### src/rtl/idxa_pkg.sv
package idxa_pkg;

	localparam int CAPACITY = 1024;
	localparam int IDX_W = $clog2(CAPACITY);
	localparam int CNT_W = IDX_W + 1;
	localparam int SLOT_W = 12;
	localparam int OP_W = 2;
	localparam int ST_W = 2;

	localparam logic [OP_W-1:0] OP_ALLOC = 2'd0;
	localparam logic [OP_W-1:0] OP_FREE = 2'd1;
	localparam logic [OP_W-1:0] OP_QUERY = 2'd2;
	localparam logic [OP_W-1:0] OP_NOP = 2'd3;

	localparam logic [ST_W-1:0] ST_OK = 2'd0;
	localparam logic [ST_W-1:0] ST_EXHAUSTED = 2'd1;
	localparam logic [ST_W-1:0] ST_RANGE = 2'd2;
	localparam logic [ST_W-1:0] ST_DOUBLE = 2'd3;

	typedef struct packed {
		logic [OP_W-1:0] op;
		logic [SLOT_W-1:0] slot_index;
	} req_t;

	typedef struct packed {
		logic [IDX_W-1:0] granted_index;
		logic [ST_W-1:0] status;
		logic is_allocated;
		logic [CNT_W-1:0] live_count;
	} rsp_t;

	typedef struct packed {
		logic we;
		logic [IDX_W-1:0] addr;
		logic data;
	} flag_wr_t;

	typedef struct packed {
		logic we;
		logic [IDX_W-1:0] addr;
		logic [IDX_W-1:0] data;
	} stack_wr_t;

endpackage

### src/rtl/idxa_flags.sv
module idxa_flags (
	input logic clk,
	input logic rd_en,
	input logic [idxa_pkg::IDX_W-1:0] rd_addr,
	input idxa_pkg::flag_wr_t wr,
	output logic rd_data
);

	logic mem_q [idxa_pkg::CAPACITY];
	logic rd_q;

	always_ff @(posedge clk) begin
		if (wr.we) begin
			mem_q[wr.addr] <= wr.data;
		end
	end

	// read beside a same-edge write returns the new value
	always_ff @(posedge clk) begin
		if (rd_en) begin
			if (wr.we && (wr.addr == rd_addr)) begin
				rd_q <= wr.data;
			end else begin
				rd_q <= mem_q[rd_addr];
			end
		end
	end

	assign rd_data = rd_q;

endmodule

### config.mk
export PLATFORM = sky130hd
export DESIGN_NAME = idxa_flags
export DESIGN_NICKNAME = d
export VERILOG_FILES = /design/src/rtl/idxa_pkg.sv /design/src/rtl/idxa_flags.sv
export SDC_FILE = /design/constraint.sdc
export NUM_CORES = 1
export LEC_CHECK = 0
export ABC_CLOCK_PERIOD_IN_PS = 3470
export BUFFER_PORTS_ARGS = -buffer_cell sky130_fd_sc_hd__buf_2
export CAP_MARGIN = 20
export CORE_MARGIN = 3
export CORE_UTILIZATION = 63
export CTS_CLUSTER_DIAMETER = 200
export DETAILED_ROUTE_END_ITERATION = 8
export PLACE_DENSITY = 0.79
export SLEW_MARGIN = 20
export SYNTH_ARGS = -nofsm -noshare
export SYNTH_HDL_FRONTEND = slang
export SYNTH_SLANG_ARGS = --single-unit
### constraint.sdc
create_clock -name clk -period 3.47 [get_ports clk]
set_input_delay 0.694 -clock clk [delete_from_list [all_inputs] [get_ports clk]]
set_output_delay 0.694 -clock clk [all_outputs]
set_load 0.05 [all_outputs]
Yosys cells after proc, flatten, opt, wreduce, memory -nomap -nowiden
Memory sizes are Yosys's and may differ from the RTL's. A register that Yosys moved wholly into a read port is not among the register bits.
Index checks and enable logic that the tools add are counted.
Widths: inputs -> output; s select.
- memories kept: 1
- RAM bits: 1024
- output and inout bits: 1
- word-level logic and storage cells: 3
- bits in registers: 0
- memory bits (read-only): 0
- bits of input ports: 24
- bits in latches: 0
- multiply operators: 0
- divide/modulo/power cells: 0
- reductions and logical operators: 0
- muxes and demuxes: 2
- bitwise gates (word level): 0
- add/subtract/negate cells: 0
- equal/unequal tests: 0
- order comparisons: 0
- shift operators: 0
- memory list (memory ; depth ; bits a word ; read ports ; clocked after Yosys merged registers in ; wr ports ; line ; source):
    mem_q ; 1024 ; 1 ; 1 ; 1 ; 1 ; idxa_flags.sv:9 ; logic mem_q [idxa_pkg::CAPACITY];
- operators by type and width (operator ; count):
    $mux 1 ; 2

Longest topological paths before layout
- depth after elaboration: 2
- mapped depth: 13
- mapped depth without buffers: 8

Worst setup path after synthesis
OpenSTA, ideal clock, no wires.
- path kind: input to register
- start point: input rd_addr[1] (netlist bit)
- end point: register rd_q, in the netlist rd_data (read register of mem_q), data pin
- cell stages on the path: 12
- data arrival time: 2.832 ns
- slack: 0.379 ns
- library setup time: 0.259 ns
- path through: buf_4 -> buf_6 -> buf_4 -> buf_2 -> buf_2 -> mux4_2 -> a22oi_1 -> a21oi_1 -> nor4_1 -> nand3_1 -> o211a_1 -> a211o_1
- RTL lines (item ; line ; source):
    start, declared ; idxa_flags.sv:4 ; input logic [idxa_pkg::IDX_W-1:0] rd_addr,
    end, declared ; idxa_flags.sv:10 ; logic rd_q;

==> flow_metrics.env <==
export IMPL_placed_area_sq_um=47000
export IMPL_synth_top_area_frac=0.690
export IMPL_grt_max_degree=122
export IMPL_routedWlPerCell_um=30.5
export IMPL_crit_path_end_kind="flop"
export IMPL_cp_slowest_stage_delay_ps=570
export IMPL_synth_avg_cell_area_sq_um=14.4
export IMPL_initial_utilization=0.643
export IMPL_cts_buffers=100
export IMPL_drtIter0Drc=5193
export IMPL_post_route_util=0.725
export IMPL_tightestPinTransition_ps=1210
export IMPL_io_buffers=24
export IMPL_nets=3189
export IMPL_cts_max_path_buffers=3
export IMPL_antenna_found_initial=8
export IMPL_synthTopCellsByCount="nor2_1, edfxtp_1, mux4_2"
export IMPL_cts_tree="built"
export IMPL_synth_area_sq_um=44600
export IMPL_finalWirelength_mm=128
export IMPL_synth_edf_count=1025
export IMPL_cts_root_buffer="clkbuf_16"
export IMPL_synthToLayoutAreaGrowth_pct=12.7
export IMPL_worstSetupPathType="input port to flop"
export IMPL_worstPathRequired_ps=3890
export IMPL_synthArstFlopShare=0
export IMPL_dp_slack_ps=-484
export IMPL_yosysWarnings=0
export IMPL_synth_seq_area_share=0.690
export IMPL_fin_crit_sh=0.969
export IMPL_synth_fp_nets=3118
export IMPL_grt_ovfl_total=0
export IMPL_setup_ws_ps=107
export IMPL_yosys_area_top_type="edfxtp_1"
export IMPL_grt_util_all_layers=0.347
export IMPL_skew_ps=20.8
export IMPL_path_cells="buf_8, buf_4, mux4_2, a22oi_1, a21oi_1, a2111oi_1, a21oi_1, nor4_2, a211oi_1, a211o_1"
export IMPL_post_cts_buffers=0
export IMPL_slew_viol_final=0
export IMPL_dieArea_sq_um=74000
export IMPL_setup_viol=0
export IMPL_power_leakage_nw=15.2
export IMPL_max_freq_mhz=297
export IMPL_vias=29100
export IMPL_dp_hpwl_mm=69.8
export IMPL_ys_flop_type="edfxtp_1"
export IMPL_slew_limit_headroom=0.190
export IMPL_hold_viol_final=0
export IMPL_first_pass_iters=6
export IMPL_fin_crit_ps=3360
export IMPL_std_cell_rows=96
export IMPL_stdcell_area_sq_um=50200
export IMPL_crit_fanout=26
export IMPL_cts_max_level=3
export IMPL_clk_pin_slew_ps=60
export IMPL_gp_congestion=0.873
export IMPL_synth_area_leaders="edfxtp_1, mux4_2, nor2_1"
export IMPL_post_cts_resized=0
export IMPL_clk_latency_ps=690
export IMPL_cts_sinks=1025
export IMPL_worst_ep_arrival_time_ps=3780
export IMPL_peakVddDrop_mv=0.427
export IMPL_status="completed"
export IMPL_crit_slowest_cell="a2111oi_1"
export IMPL_die_w_um=272
export IMPL_yosysMostFrequentCell="nor2_1"
export IMPL_vias_per_cell=6.94
export IMPL_crit_top_cell="a21oi_1"
export IMPL_ys_ff_latch=1025
export IMPL_placed_cells=3994
export IMPL_drv_cap=0
export IMPL_min_path_type="input port to flop"
export IMPL_drive_gt1_frac=0.219
export IMPL_critPathLaunchType="input port"
export IMPL_powerDensity_nw_per_um2=516
export IMPL_synth_cells=3094
export IMPL_ant_nets=0
export IMPL_setup_tns_ps=0
export IMPL_grt_setup_unrepaired="no"
export IMPL_final_cell_count_no_fill=4186
export IMPL_io_pins=25
export IMPL_ctsHoldBuffers=0
export IMPL_fill_cells=4131
export IMPL_first_global_vias=28800
export IMPL_die_h_um=272
export IMPL_synth_distinct_cells=57
export IMPL_drc=0
export IMPL_grt_pass1_wl_mm=185
export IMPL_core_sq_um=69300
final cells by class:
class,instances,area (sq um),share of cell area
multi-input combinational,1750,12600,0.250
tap,931,1160,0.0232
sequential,1025,30800,0.613
antenna,5,12.5,0.000249
timing repair buffer,282,2530,0.0503
inverter,6,22.5,0.000448
clock buffer,124,2640,0.0524
clock inverter,63,552,0.0110
cell families after synthesis:
group                     share of synthesized area
buffers and inverters                        0.0318
xor gates and xnor gates                    0.00196
muxes                                         0.132
DFF                                           0.690
and+or+nand+nor                               0.115
AOI/OAI and AO/OA                            0.0291
final timing paths:
| kind | startpoint | end | slack (ps) | cells after the start |
|---|---|---|---|---|
| worst min register to register | mem_q[371]$_DFFE_PP_ | rd_data$_DFFE_PP_ | 1310 | 7 |
| worst max-delay path | rd_addr[0] | rd_data$_DFFE_PP_ | 110 | 10 |
| worst min-delay path | rd_en | rd_data$_DFFE_PP_ | 310 | 1 |
| worst max register to register | mem_q[1006]$_DFFE_PP_ | rd_data$_DFFE_PP_ | 310 | 8 |
power breakdown:
| group | internal, mW | total (mW) | switching, mW |
|---|---|---|---|
| Combinational | 0.582 | 1.55 | 0.973 |
| Clock | 6.06 | 10.7 | 4.66 |
| Sequential | 13.6 | 13.6 | 0.00419 |
| Total | 20.3 | 25.9 | 5.64 |
state kept, by name (all words and copies together) (netlist names):
name / cells
mem_q: 1024
rd_data: 1
metrics by stage:
step                total power, mW  hold WS [ps]
floorplan                      14.7           793
global placement               15.3           977
detailed placement             15.4           983
CTS                            25.9           289
global route                   26.4           296
finish                         25.9           306
routing by layer:
layer,track usage,wire (um),up-vias
li1,-,-,11600
met4,0.181,8160,2
met5,0,13,-
met1,0.466,41300,14400
met3,0.101,20100,564
met2,0.526,58200,2543
critical path, delay by kind of cell:
family                 cells  cell delay [ps]
AND/OR/NAND/NOR            1              480
multiplexers               1              480
buffers and inverters      2              500
AO/OA/AOI/OAI              6             1600
cells in the final DEF, fill, tap and decap left out, types with 15 or more instances in the layout:
cell type,count
buf_2,20
clkinv_2,24
a221oi_1,15
o22ai_1,19
nand3_1,17
nand2_1,68
nand3_2,24
a21oi_1,21
buf_12,35
a22oi_1,54
buf_4,224
clkbuf_1,22
edfxtp_1,1025
mux2i_1,53
o21ai_0,15
nor2_1,1036
clkbuf_16,102
nor2b_1,19
mux4_2,234
clkinv_1,21
nor3_1,20
No activity file was read; power rests on OpenSTA's default activity.
